$ cat src/hdl/pmp_pkg.sv
// Package for the piece model parser: item types, phase codes, result kinds.
// No dependencies; used by every module of the block.
`timescale 1ns / 1ps
package pmp_pkg;

  typedef struct packed {
    logic [7:0] in_byte;
    logic       in_last;
  } in_item_t;

  typedef struct packed {
    logic [1:0]  event_kind;
    logic [7:0]  text_byte;
    logic [31:0] score_bits;
    logic [31:0] piece_index;
    logic [1:0]  final_status;
    logic [31:0] model_kind;
    logic        run_last;
  } out_item_t;

  // Up to three result items caused by one input item.
  typedef struct packed {
    out_item_t [2:0] r;
    logic [1:0]      n;
  } batch_t;

  localparam logic [1:0] EV_TEXT_START = 2'd0;
  localparam logic [1:0] EV_TEXT_BYTE  = 2'd1;
  localparam logic [1:0] EV_PIECE_DONE = 2'd2;
  localparam logic [1:0] EV_FINAL      = 2'd3;

  localparam logic [1:0] ST_OK        = 2'd0;
  localparam logic [1:0] ST_TRUNCATED = 2'd1;
  localparam logic [1:0] ST_NO_PIECES = 2'd2;
  localparam logic [1:0] ST_BAD_TYPE  = 2'd3;

  localparam logic [1:0] VF_MORE = 2'd0;
  localparam logic [1:0] VF_DONE = 2'd1;
  localparam logic [1:0] VF_FAIL = 2'd2;

  localparam logic [2:0] WT_VARINT = 3'd0;
  localparam logic [2:0] WT_FIX64  = 3'd1;
  localparam logic [2:0] WT_LEN    = 3'd2;
  localparam logic [2:0] WT_FIX32  = 3'd5;

  typedef enum logic [8:0] {
    PH_TAG    = 9'b000000001,
    PH_PLEN   = 9'b000000010,
    PH_SLEN   = 9'b000000100,
    PH_KLEN   = 9'b000001000,
    PH_KVAR   = 9'b000010000,
    PH_KBYTES = 9'b000100000,
    PH_PIECE  = 9'b001000000,
    PH_SPEC   = 9'b010000000,
    PH_STOP   = 9'b100000000
  } phase_t;

  typedef enum logic [7:0] {
    IN_TAG    = 8'b00000001,
    IN_TLEN   = 8'b00000010,
    IN_TEXT   = 8'b00000100,
    IN_SCORE  = 8'b00001000,
    IN_TYPE   = 8'b00010000,
    IN_KVAR   = 8'b00100000,
    IN_KLEN   = 8'b01000000,
    IN_KBYTES = 8'b10000000
  } inner_t;

  typedef struct packed {
    logic [63:0] accum;
    logic [3:0]  shift;
    logic [1:0]  status;
  } vfeed_t;

  function automatic vfeed_t vfeed(input logic [63:0] accum, input logic [3:0] shift,
                                   input logic [7:0] b);
    vfeed_t     f;
    logic [5:0] sh;
    sh = 6'(7 * shift);
    f.accum = accum | (64'(b[6:0]) << sh);
    f.shift = shift;
    if (!b[7]) begin
      f.status = VF_DONE;
    end else begin
      f.shift = shift + 4'd1;
      f.status = (f.shift >= 4'd10) ? VF_FAIL : VF_MORE;
    end
    return f;
  endfunction

  function automatic out_item_t mk(input logic [1:0] kind, input logic [7:0] tb,
                                   input logic [31:0] sc, input logic [31:0] idx,
                                   input logic [1:0] st, input logic [31:0] mkind);
    out_item_t o;
    o.event_kind = kind;
    o.text_byte = tb;
    o.score_bits = sc;
    o.piece_index = idx;
    o.final_status = st;
    o.model_kind = mkind;
    o.run_last = 1'b0;
    return o;
  endfunction

endpackage

$ cat src/hdl/pmp_core.sv
// Parser state and per-byte next-state logic; yields the batch of results.
// Depends on pmp_pkg.
`timescale 1ns / 1ps
module pmp_core #(
  parameter int LEN_BITS = 32
) (
  input  logic              clk,
  input  logic              rst,
  input  logic              fire,
  input  pmp_pkg::in_item_t item,
  output pmp_pkg::batch_t   batch
);
  import pmp_pkg::*;

  phase_t              parse_phase, parse_phase_next;
  logic [63:0]         varint_accum, varint_accum_next;
  logic [3:0]          varint_shift, varint_shift_next;
  logic [LEN_BITS-1:0] outer_left, outer_left_next;
  inner_t              inner_phase, inner_phase_next;
  logic                inner_failed, inner_failed_next;
  logic [LEN_BITS-1:0] inner_left, inner_left_next;
  logic [LEN_BITS-1:0] field_left, field_left_next;
  logic [31:0]         score_reg, score_reg_next;
  logic [1:0]          score_byte_pos, score_byte_pos_next;
  logic [31:0]         pending_type, pending_type_next;
  logic [31:0]         model_type_reg, model_type_reg_next;
  logic [31:0]         piece_count, piece_count_next;
  logic                stopped, stopped_next;
  logic                corrupt_flag, corrupt_flag_next;

  always_ff @(posedge clk) begin
    if (rst) begin
      parse_phase <= PH_TAG;
      varint_accum <= '0;
      varint_shift <= '0;
      outer_left <= '0;
      inner_phase <= IN_TAG;
      inner_failed <= 1'b0;
      inner_left <= '0;
      field_left <= '0;
      score_reg <= '0;
      score_byte_pos <= '0;
      pending_type <= 32'd1;
      model_type_reg <= 32'd1;
      piece_count <= '0;
      stopped <= 1'b0;
      corrupt_flag <= 1'b0;
    end else if (fire) begin
      parse_phase <= parse_phase_next;
      varint_accum <= varint_accum_next;
      varint_shift <= varint_shift_next;
      outer_left <= outer_left_next;
      inner_phase <= inner_phase_next;
      inner_failed <= inner_failed_next;
      inner_left <= inner_left_next;
      field_left <= field_left_next;
      score_reg <= score_reg_next;
      score_byte_pos <= score_byte_pos_next;
      pending_type <= pending_type_next;
      model_type_reg <= model_type_reg_next;
      piece_count <= piece_count_next;
      stopped <= stopped_next;
      corrupt_flag <= corrupt_flag_next;
    end
  end

  always_comb begin
    vfeed_t              vf;
    logic [63:0]         v;
    logic                piece;
    logic [LEN_BITS-1:0] ol;
    logic [1:0]          n;
    logic [1:0]          st;
    logic [4:0]          bsh;
    out_item_t [2:0]     res;

    parse_phase_next = parse_phase;
    varint_accum_next = varint_accum;
    varint_shift_next = varint_shift;
    outer_left_next = outer_left;
    inner_phase_next = inner_phase;
    inner_failed_next = inner_failed;
    inner_left_next = inner_left;
    field_left_next = field_left;
    score_reg_next = score_reg;
    score_byte_pos_next = score_byte_pos;
    pending_type_next = pending_type;
    model_type_reg_next = model_type_reg;
    piece_count_next = piece_count;
    stopped_next = stopped;
    corrupt_flag_next = corrupt_flag;
    res = '0;
    n = 2'd0;
    st = ST_OK;
    vf = vfeed(varint_accum, varint_shift, item.in_byte);
    v = vf.accum;
    piece = (parse_phase == PH_PIECE);
    ol = (outer_left != '0) ? outer_left - 1'b1 : outer_left;
    bsh = {score_byte_pos, 3'b000};

    if (!stopped) begin
      unique case (parse_phase)
        PH_TAG: begin
          if (vf.status == VF_MORE) begin
            varint_accum_next = vf.accum;
            varint_shift_next = vf.shift;
          end else begin
            varint_accum_next = '0;
            varint_shift_next = '0;
            if (vf.status == VF_FAIL) begin
              stopped_next = 1'b1;
              parse_phase_next = PH_STOP;
            end else if (v[63:3] == 61'd1 && v[2:0] == WT_LEN) begin
              parse_phase_next = PH_PLEN;
            end else if (v[63:3] == 61'd2 && v[2:0] == WT_LEN) begin
              parse_phase_next = PH_SLEN;
            end else if (v[2:0] == WT_VARINT) begin
              parse_phase_next = PH_KVAR;
            end else if (v[2:0] == WT_LEN) begin
              parse_phase_next = PH_KLEN;
            end else if (v[2:0] == WT_FIX64) begin
              outer_left_next = LEN_BITS'(8);
              parse_phase_next = PH_KBYTES;
            end else if (v[2:0] == WT_FIX32) begin
              outer_left_next = LEN_BITS'(4);
              parse_phase_next = PH_KBYTES;
            end else begin
              stopped_next = 1'b1;
              parse_phase_next = PH_STOP;
            end
          end
        end
        PH_PLEN, PH_SLEN, PH_KLEN: begin
          if (vf.status == VF_MORE) begin
            varint_accum_next = vf.accum;
            varint_shift_next = vf.shift;
          end else begin
            varint_accum_next = '0;
            varint_shift_next = '0;
            if (vf.status == VF_FAIL || (v >> LEN_BITS) != 64'd0) begin
              stopped_next = 1'b1;
              parse_phase_next = PH_STOP;
              if (parse_phase == PH_PLEN) corrupt_flag_next = 1'b1;
            end else if (v == 64'd0) begin
              if (parse_phase == PH_PLEN) begin
                piece_count_next = piece_count + 32'd1;
                res[n] = mk(EV_PIECE_DONE, 8'd0, 32'd0, piece_count_next, ST_OK, 32'd0);
                n = n + 2'd1;
              end
              parse_phase_next = PH_TAG;
            end else begin
              outer_left_next = v[LEN_BITS-1:0];
              inner_phase_next = IN_TAG;
              inner_failed_next = 1'b0;
              inner_left_next = '0;
              field_left_next = '0;
              score_byte_pos_next = '0;
              if (parse_phase == PH_PLEN) begin
                score_reg_next = '0;
                parse_phase_next = PH_PIECE;
              end else if (parse_phase == PH_SLEN) begin
                pending_type_next = model_type_reg;
                parse_phase_next = PH_SPEC;
              end else begin
                parse_phase_next = PH_KBYTES;
              end
            end
          end
        end
        PH_KVAR: begin
          if (vf.status == VF_MORE) begin
            varint_accum_next = vf.accum;
            varint_shift_next = vf.shift;
          end else begin
            varint_accum_next = '0;
            varint_shift_next = '0;
            if (vf.status == VF_FAIL) begin
              stopped_next = 1'b1;
              parse_phase_next = PH_STOP;
            end else begin
              parse_phase_next = PH_TAG;
            end
          end
        end
        PH_KBYTES: begin
          outer_left_next = ol;
          if (ol == '0) parse_phase_next = PH_TAG;
        end
        PH_PIECE, PH_SPEC: begin
          outer_left_next = ol;
          // Inner field decode of one submessage byte.
          if (!inner_failed) begin
            unique case (inner_phase)
              IN_TAG: begin
                if (vf.status == VF_MORE) begin
                  varint_accum_next = vf.accum;
                  varint_shift_next = vf.shift;
                end else begin
                  varint_accum_next = '0;
                  varint_shift_next = '0;
                  if (vf.status == VF_FAIL) begin
                    inner_failed_next = 1'b1;
                  end else if (piece && v[63:3] == 61'd1 && v[2:0] == WT_LEN) begin
                    inner_phase_next = IN_TLEN;
                  end else if (piece && v[63:3] == 61'd2 && v[2:0] == WT_FIX32) begin
                    if (ol < LEN_BITS'(4)) begin
                      inner_failed_next = 1'b1;
                    end else begin
                      score_byte_pos_next = '0;
                      inner_phase_next = IN_SCORE;
                    end
                  end else if (!piece && v[63:3] == 61'd3 && v[2:0] == WT_VARINT) begin
                    inner_phase_next = IN_TYPE;
                  end else if (v[2:0] == WT_VARINT) begin
                    inner_phase_next = IN_KVAR;
                  end else if (v[2:0] == WT_LEN) begin
                    inner_phase_next = IN_KLEN;
                  end else if (v[2:0] == WT_FIX64 || v[2:0] == WT_FIX32) begin
                    if (ol < ((v[2:0] == WT_FIX64) ? LEN_BITS'(8) : LEN_BITS'(4))) begin
                      inner_failed_next = 1'b1;
                    end else begin
                      inner_left_next = (v[2:0] == WT_FIX64) ? LEN_BITS'(8) : LEN_BITS'(4);
                      inner_phase_next = IN_KBYTES;
                    end
                  end else begin
                    inner_failed_next = 1'b1;
                  end
                end
              end
              IN_TLEN, IN_KLEN: begin
                if (vf.status == VF_MORE) begin
                  varint_accum_next = vf.accum;
                  varint_shift_next = vf.shift;
                end else begin
                  varint_accum_next = '0;
                  varint_shift_next = '0;
                  if (vf.status == VF_FAIL || v > 64'(ol)) begin
                    inner_failed_next = 1'b1;
                  end else if (inner_phase == IN_TLEN) begin
                    res[n] = mk(EV_TEXT_START, 8'd0, 32'd0, 32'd0, ST_OK, 32'd0);
                    n = n + 2'd1;
                    field_left_next = v[LEN_BITS-1:0];
                    inner_phase_next = (v == 64'd0) ? IN_TAG : IN_TEXT;
                  end else begin
                    inner_left_next = v[LEN_BITS-1:0];
                    inner_phase_next = (v == 64'd0) ? IN_TAG : IN_KBYTES;
                  end
                end
              end
              IN_TEXT: begin
                res[n] = mk(EV_TEXT_BYTE, item.in_byte, 32'd0, 32'd0, ST_OK, 32'd0);
                n = n + 2'd1;
                field_left_next = field_left - 1'b1;
                if (field_left_next == '0) inner_phase_next = IN_TAG;
              end
              IN_SCORE: begin
                score_reg_next = (score_reg & ~(32'hFF << bsh)) | (32'(item.in_byte) << bsh);
                score_byte_pos_next = score_byte_pos + 2'd1;
                if (score_byte_pos == 2'd3) inner_phase_next = IN_TAG;
              end
              IN_TYPE: begin
                if (vf.status == VF_MORE) begin
                  varint_accum_next = vf.accum;
                  varint_shift_next = vf.shift;
                end else begin
                  varint_accum_next = '0;
                  varint_shift_next = '0;
                  if (vf.status == VF_FAIL) begin
                    pending_type_next = 32'd0;
                    inner_failed_next = 1'b1;
                  end else begin
                    pending_type_next = v[31:0];
                    inner_phase_next = IN_TAG;
                  end
                end
              end
              IN_KVAR: begin
                if (vf.status == VF_MORE) begin
                  varint_accum_next = vf.accum;
                  varint_shift_next = vf.shift;
                end else begin
                  varint_accum_next = '0;
                  varint_shift_next = '0;
                  if (vf.status == VF_FAIL) inner_failed_next = 1'b1;
                  else inner_phase_next = IN_TAG;
                end
              end
              IN_KBYTES: begin
                inner_left_next = (inner_left != '0) ? inner_left - 1'b1 : inner_left;
                if (inner_left_next == '0) inner_phase_next = IN_TAG;
              end
              default: ;
            endcase
          end
          // Submessage complete: report the piece or commit the model type.
          if (ol == '0) begin
            if (piece) begin
              piece_count_next = piece_count + 32'd1;
              res[n] = mk(EV_PIECE_DONE, 8'd0, score_reg_next, piece_count_next, ST_OK,
                          32'd0);
              n = n + 2'd1;
            end else begin
              if (!inner_failed_next && inner_phase_next == IN_TYPE) pending_type_next = 32'd0;
              model_type_reg_next = pending_type_next;
            end
            varint_accum_next = '0;
            varint_shift_next = '0;
            inner_phase_next = IN_TAG;
            inner_failed_next = 1'b0;
            inner_left_next = '0;
            field_left_next = '0;
            score_byte_pos_next = '0;
            parse_phase_next = PH_TAG;
          end
        end
        default: begin
          stopped_next = 1'b1;
          parse_phase_next = PH_STOP;
        end
      endcase
    end

    if (item.in_last) begin
      if (corrupt_flag_next || parse_phase_next == PH_PLEN || parse_phase_next == PH_PIECE)
        st = ST_TRUNCATED;
      else if (piece_count_next == 32'd0) st = ST_NO_PIECES;
      else if (model_type_reg_next == 32'd2 || model_type_reg_next == 32'd3) st = ST_BAD_TYPE;
      else st = ST_OK;
      res[n] = mk(EV_FINAL, 8'd0, 32'd0, piece_count_next, st, model_type_reg_next);
      n = n + 2'd1;
      parse_phase_next = PH_TAG;
      varint_accum_next = '0;
      varint_shift_next = '0;
      outer_left_next = '0;
      inner_phase_next = IN_TAG;
      inner_failed_next = 1'b0;
      inner_left_next = '0;
      field_left_next = '0;
      score_byte_pos_next = '0;
      score_reg_next = '0;
      pending_type_next = 32'd1;
      model_type_reg_next = 32'd1;
      piece_count_next = '0;
      stopped_next = 1'b0;
      corrupt_flag_next = 1'b0;
    end

    if (n != 2'd0) res[n - 2'd1].run_last = 1'b1;
    batch.r = res;
    batch.n = n;
  end

endmodule

$ cat src/hdl/pmp_result_buf.sv
// Result register: holds the batch of one byte and hands items out in order.
// Depends on pmp_pkg.
`timescale 1ns / 1ps
module pmp_result_buf (
  input  logic               clk,
  input  logic               rst,
  input  logic               load,
  input  pmp_pkg::batch_t    batch,
  output logic               can_load,
  output logic               out_valid,
  input  logic               out_stall,
  output pmp_pkg::out_item_t out_data
);
  import pmp_pkg::*;

  out_item_t [2:0] held;
  logic [1:0]      count;
  logic [1:0]      rd;
  logic            take;

  assign out_valid = (count != 2'd0);
  assign take = out_valid && !out_stall;
  assign can_load = (count == 2'd0) || (count == 2'd1 && take);
  assign out_data = held[rd];

  always_ff @(posedge clk) begin
    if (rst) begin
      count <= '0;
      rd <= '0;
    end else if (load) begin
      count <= batch.n;
      rd <= '0;
    end else if (take) begin
      count <= count - 2'd1;
      rd <= rd + 2'd1;
    end
  end

  always_ff @(posedge clk) begin
    if (load) held <= batch.r;
  end

endmodule

$ cat src/hdl/protobuf_piece_model_parser_unit.sv
// Top level of the piece model parser: byte channel in, event channel out.
// Depends on pmp_pkg, pmp_core and pmp_result_buf.
//
//   channel  direction  handshake               payload
//   in       input      in_valid / in_stall     pmp_pkg::in_item_t  (in_byte, in_last)
//   out      output     out_valid / out_stall   pmp_pkg::out_item_t (event fields)
//
// One byte is parsed in the cycle it is accepted; its zero to three result items
// sit in the result register and leave one per cycle from the next cycle on while
// out_stall is low. A byte that causes at most one result lets the next byte in
// at once unless the output stalls; a byte with two or three results holds the
// input until its last item leaves. Reset (rst, synchronous) returns the parser to
// the outer tag phase and empties the result register. An output stall holds the
// current item and, once the register cannot drain, stalls the input.
`timescale 1ns / 1ps
module protobuf_piece_model_parser_unit #(
  parameter int LEN_BITS = 32
) (
  input  logic               clk,
  input  logic               rst,
  input  logic               in_valid,
  output logic               in_stall,
  input  pmp_pkg::in_item_t  in_data,
  output logic               out_valid,
  input  logic               out_stall,
  output pmp_pkg::out_item_t out_data
);
  import pmp_pkg::*;

  batch_t batch;
  logic   can_load;
  logic   fire;

  // Advance the parser only on an accepted byte.
  assign in_stall = !can_load;
  assign fire = in_valid && can_load;

  pmp_core #(
    .LEN_BITS(LEN_BITS)
  ) u_core (
    .clk  (clk),
    .rst  (rst),
    .fire (fire),
    .item (in_data),
    .batch(batch)
  );

  pmp_result_buf u_buf (
    .clk      (clk),
    .rst      (rst),
    .load     (fire),
    .batch    (batch),
    .can_load (can_load),
    .out_valid(out_valid),
    .out_stall(out_stall),
    .out_data (out_data)
  );

endmodule
$ cat config.mk
export PLATFORM = sky130hd
export DESIGN_NAME = protobuf_piece_model_parser_unit
export DESIGN_NICKNAME = d
export VERILOG_FILES = /design/src/hdl/pmp_pkg.sv /design/src/hdl/pmp_core.sv /design/src/hdl/pmp_result_buf.sv /design/src/hdl/protobuf_piece_model_parser_unit.sv
export SDC_FILE = /design/constraint.sdc
export NUM_CORES = 2
export LEC_CHECK = 0
export BUFFER_PORTS_ARGS = -buffer_cell sky130_fd_sc_hd__buf_2
export CORE_UTILIZATION = 65
export CTS_BUF_LIST = sky130_fd_sc_hd__clkbuf_8
export DETAILED_ROUTE_END_ITERATION = 12
export PLACE_DENSITY_LB_ADDON = 0.08
export SYNTH_ARGS = -nofsm -noshare
export SYNTH_HDL_FRONTEND = slang
export SYNTH_SLANG_ARGS = --single-unit
$ cat constraint.sdc
create_clock -name clk -period 8.73 [get_ports clk]
set_input_delay 0 -clock clk [delete_from_list [all_inputs] [get_ports clk]]
set_output_delay 0 -clock clk [all_outputs]
set_load 0.005 [all_outputs]
## After elaboration in Yosys (flattened, before gate mapping)

Cells that the tools add are included.

- Register bits after elaboration: 645
- Bits in latches: 0
- Bits in writable memories: 0
- ROM bits: 0
- Bits of input ports: 13
- Output and inout port bits: 111
- Logic and storage cells: 451
- Memories kept: 0

- Add/sub/neg operators: 11
- Multipliers: 1
- Divide/modulo/power cells: 0
- Order comparisons: 11
- Equality and inequality tests: 64
- Shifts and indexed selects: 3
- Multiplexer cells: 260
- Bitwise logic cells: 4
- Reduce and logical (&&, ||, !) cells: 59

Operators by type and width:

| operator | count |
|---|---|
| $mux 32 | 78 |
| $mux 327 | 5 |
| $mux 109 | 10 |
| $bwmux 327 | 3 |
| $demux 109 s2 | 3 |
| $mux 64 | 6 |
| $pmux 32 s2 | 6 |
| $mux 8 | 30 |
| $bmux 109 s2 | 1 |
| $mux 218 | 1 |
| $pmux 109 s2 | 1 |
| $pmux 32 s3 | 2 |
| $mux 9 | 16 |
| $logic_not 32->1 | 4 |
| $pmux 64 s2 | 1 |
| $eq 61x2->1 const B | 2 |
| $mux 108 | 1 |
| $sub 32x1->32 const B | 3 |
| $eq 32x2->1 const B | 2 |
| $gt 64x32->1 | 1 |
| $logic_not 64->1 | 1 |
| $mux 2 | 32 |
| $or 64x64->64 | 1 |
| $reduce_bool 32->1 | 2 |
| 78 further kinds | 201 |

## Longest topological paths before layout

- Depth after elaboration: 36
- Gate-level depth with buffers: 35
- Gate-level depth less buffers: 31

## By module

From an unflattened synthesis, not the netlist that was laid out.

- Cells, all modules: 4233
- Area total of the unflattened synthesis: 36739.0 um^2

By module, submodules not included:

| module | instances | cells an instance | area each (um^2) | sequential area each (um^2) |
|---|---|---|---|---|
| pmp_core | 1 | 3513 | 24229.5 | 6286.0 |
| pmp_result_buf | 1 | 718 | 12499.5 | 9899.5 |
| protobuf_piece_model_parser_unit | 1 | 2 | 10.0 | 0.0 |

## Least setup slack after synthesis

No wires, ideal clock.

- Path type: flip-flop to flip-flop
- Start point: reg u_core.varint_shift[0]
- End point: reg u_buf.held[39] in the netlist's numbering (data pin)
- Library setup time: 0.274 ns
- Arrival time: 6.967 ns
- Data required time: 8.456 ns
- Setup slack: 1.489 ns
- Stages on the path, launching flop included: 31
- Path buffers: 3
- Clock period less this slack: 7.241 ns
- Cells stage by stage: dfxtp_1 fa_1 ha_1 inv_1 fa_1 clkbuf_1 clkbuf_1 o31ai_1 o22a_1 a21oi_1 inv_1 ha_1 and3_1 a221o_1 nand2_1 o211ai_1 a2111o_1 o211a_1 nor4_1 nor2_1 nor2_1 ha_1 nand2_1 a21oi_1 o21ai_0 ha_1 and2_1 clkbuf_1 a211o_1 a21boi_0 o21ai_0

RTL lines:

| element | line | text |
|---|---|---|
| start: declaration | pmp_core.sv:17 | `logic [3:0] varint_shift, varint_shift_next;` |
| start signal: assignment | pmp_core.sv:51 | `varint_shift <= varint_shift_next;` |
| end signal: assignment | pmp_result_buf.sv:40 | `if (load) held <= batch.r;` |
| end: declaration | pmp_result_buf.sv:16 | `out_item_t [2:0] held;` |

==> summary.txt <==
Place
  – I/O Buffers: 123
  – Routability cong.: 1.052
  – Post-Place Cells: 4,655
  – Post-DP HPWL: 79,150 um

Layout
  – Number of flip-flops in the largest register: 278
  – Final net count: 4,157
  – Syn-to-layout area delta: 9.283%
  – Biggest regs: u_buf.held: 278 flops, u_core.varint_accum: 64 flops
  – Final std cells w/o fill: 4,842
  – N_diodes: 0
  – Biggest register: u_buf.held
  – Share of cells above drive strength 1: 0.1100

Setup path
  – Slowest stage delay, CP: 0.71 ns
  – Crit path from: u_core.varint_shift[2]$_SDFFE_PP0P_
  – Delay-heaviest family, CP: compound AO/OA/AOI/OAI gates
  – R2r setup slk: 0.53 ns
  – Worst path required time: 9.24 ns
  – Max Fanout on Critical Path: 61
  – FF-to-FF Start: u_core.varint_shift[2]$_SDFFE_PP0P_
  – Crit path DAT: 8.71 ns
  – Crit path buffers/inverters: 5
  – Setup CP Type: register to register
  – Endpoint class of the critical path: register
  – Critical path's slowest cell: ha_1
  – Critical path launch point type: register

Clock tree
  – CTS tree: built
  – Num CTS Buffers: 95
  – Clk pin slew, worst setup/hold paths: 0.06 ns
  – Worst-Skew Late Latency: 0.74 ns
  – Clk buf depth: 3
  – CTS H-tree lvls: 3
  – Clk root buf: clkbuf_8
  – # clock sinks: 596

STA
  – F_max: 121.9 MHz
  – Tcrit/Tclk final: 0.9397
  – Final hold vios: 0
  – Clock Skews: 0.05580 ns
  – RSZ-0062 raised after global routing: no
  – Slew @ Worst Pin: 1.285 ns
  – Final Critical Period: 8.204 ns
  – Setup TNS: 0 ns
  – Slew Viols, Final: 0
  – Slew HR: 0.1342
  – Final setup vio count: 0

Global routing
  – First-pass GRT wire length: 174,700 um
  – Overall Global Routing Usage: 0.4207
  – Gr ovfl total: 0
  – Initial antenna violation count: 4
  – Global routing's busiest layer: met2
  – Global Route met2 Usage: 0.6504
  – GR met1 Demand/Resource: 0.5433
  – Met3 Resource Use GR: 0.07564
  – Largest net degree at the start of global routing: 144
  – Vias in the first global route: 30,220

Logic synthesis
  – Async SR Flop Fraction: 0
  – Syn Std Cell Area: 34,300 um2
  – Area contributors post-synth: edfxtp_1 (24%), dfxtp_1 (19%), nor2_1 (6.1%)
  – Post-synth top cells: nor2_1 (553), nand2_1 (412), dfxtp_1 (318)
  – Post-synth EDFFs: 278
  – Top cell type by total area after synthesis: edfxtp_1
  – Syn Area/Cell: 8.474 um2
  – Synth warnings: 0
  – Post-synth top area share: 0.2434
  – Synth Instances: 4,048
  – Dominant synthesized flop cell: dfxtp_1
  – Yosys reg bits: 596
  – Sequential area share after synthesis: 0.4289
  – Mapped Nets: 4,122
  – Count leader, synth: nor2_1
  – Yosys cell types: 102

Route
  – Routed WL: 115,400 um
  – Via count: 32,790
  – Drt via density: 6.771
  – WL per Instance: 23.83 um
  – Iter 0 DRT Violations: 4,192
  – DRC errors left: 0
  – Antenna viol nets, final: 0
  – DR pass1 iterations: 8

Pwr
  – Worst VDD drop: 0.0001680 V
  – Power per standard cell area: 206.8 nW/um2
  – Pleak: 13.73 nW

Run status
  – Outcome: finished, final reports clean

Floorplan
  – Row count: 83
  – Core ar.: 51,720 um2
  – IO Count: 124
  – Chip height: 231.7 um
  – Starting Density: 0.6633
  – DIE AREA: 53,700 um2
  – Die X: 231.7 um

Worst hold path
  – Worst Hold Launch: in_data[0]
  – Worst min path class: primary input to register

Flow run
  – Max_cap viols: 0
## logic make-up (layout without fill, tap and decap cells)
family / after synthesis / count (layout) / synth area share
adders and majority gates: 62 / 62 / 0.02345
DFF: 596 / 596 / 0.4289
AOI/OAI and AO/OA: 1037 / 1037 / 0.1943
xor gates and xnor gates: 104 / 104 / 0.02655
buffers and inverters: 413 / 527 / 0.04796
muxes: 129 / 129 / 0.03844
and+or+nand+nor: 1707 / 1707 / 0.2403
## where the power goes
group / switching (mW) / internal [mW] / leakage [nW] / total (mW)
clock: 1.18 / 1.27 / 1.12 / 2.45
sequential: 0.148 / 3.28 / 5.33 / 3.43
combinational: 1.27 / 0.604 / 7.28 / 1.88
## tightest hold or removal path, stage by stage
cell	delay, ns
buf_2	0.10
buf_4	0.30
nand2_2	0.14
inv_1	0.08
## through the flow
stage	setup WS [ns]	instance area [um2]	utilization	hold slack, ns	total power, mW
2_1_floorplan	1.489	34300	-	0.09629	4.627
3_3_place_gp	0.7085	35450	0.6855	0.4001	5.272
3_5_place_dp	0.4782	35450	0.6855	0.4087	5.296
4_1_cts	0.4404	37480	0.7248	0.08022	7.708
5_1_grt	0.1008	37490	0.7249	0.1607	8.024
6_report	0.5260	37490	0.7249	0.1213	7.754
## per-layer routing
layer	wire, um	part of all wire
met1	43950	0.38
met2	51620	0.45
met3	11700	0.10
met4	8096	0.070
met5	28	0.00024
## repair_timing
item | in CTS | in global routing
gates resized for setup | 0 | 2
setup buffers | 0 | 0
hold buffers | 11 | 0
endpoints found under the setup margin | 0 | 56
endpoints found under the hold margin | 76 | 0
## final timing paths
kind	endpoint	depth (start not counted)
min reg2reg	u_core.score_reg[26]$_SDFFE_PP0P_	2
max reg2reg	u_buf.held[165]$_DFFE_PP_	29
max	u_buf.held[165]$_DFFE_PP_	29
min	u_buf.held[216]$_SDFFCE_PN0P_	4
## cells in the final DEF (no fill, tap or decap), types with 17 or more instances in the layout
cell type / count
dfxtp_1: 316
and4_1: 19
nand4_1: 53
a21o_1: 28
nor4_1: 85
clkbuf_8: 109
ha_1: 57
nor2_1: 550
a31oi_1: 34
nand2_1: 408
mux2i_1: 119
o211ai_1: 17
or3_1: 70
nand3b_1: 22
nand3_1: 100
buf_4: 101
nand2b_1: 17
xor2_1: 50
a22oi_1: 43
a21oi_1: 277
nor2b_1: 29
edfxtp_1: 278
or4_1: 33
inv_1: 148
xnor2_1: 54
nor3_1: 137
a211oi_1: 24
and3_1: 26
or2_2: 21
buf_2: 122
o21ai_0: 255
a22o_1: 56
and2_1: 72
o22ai_1: 124
o31ai_1: 20
## final cells by class
| type | count | area [um2] |
|---|---|---|
| multi-input combinational | 3039 | 18040 |
| sequential | 596 | 14720 |
| fill | 4005 | 14230 |
| timing repair buffer | 236 | 1510 |
| clock buffer | 109 | 1500 |
| tap | 680 | 850.8 |
| inverter | 115 | 439.2 |
| clock inverter | 67 | 421.7 |
Power figures use the tool's default switching activity.
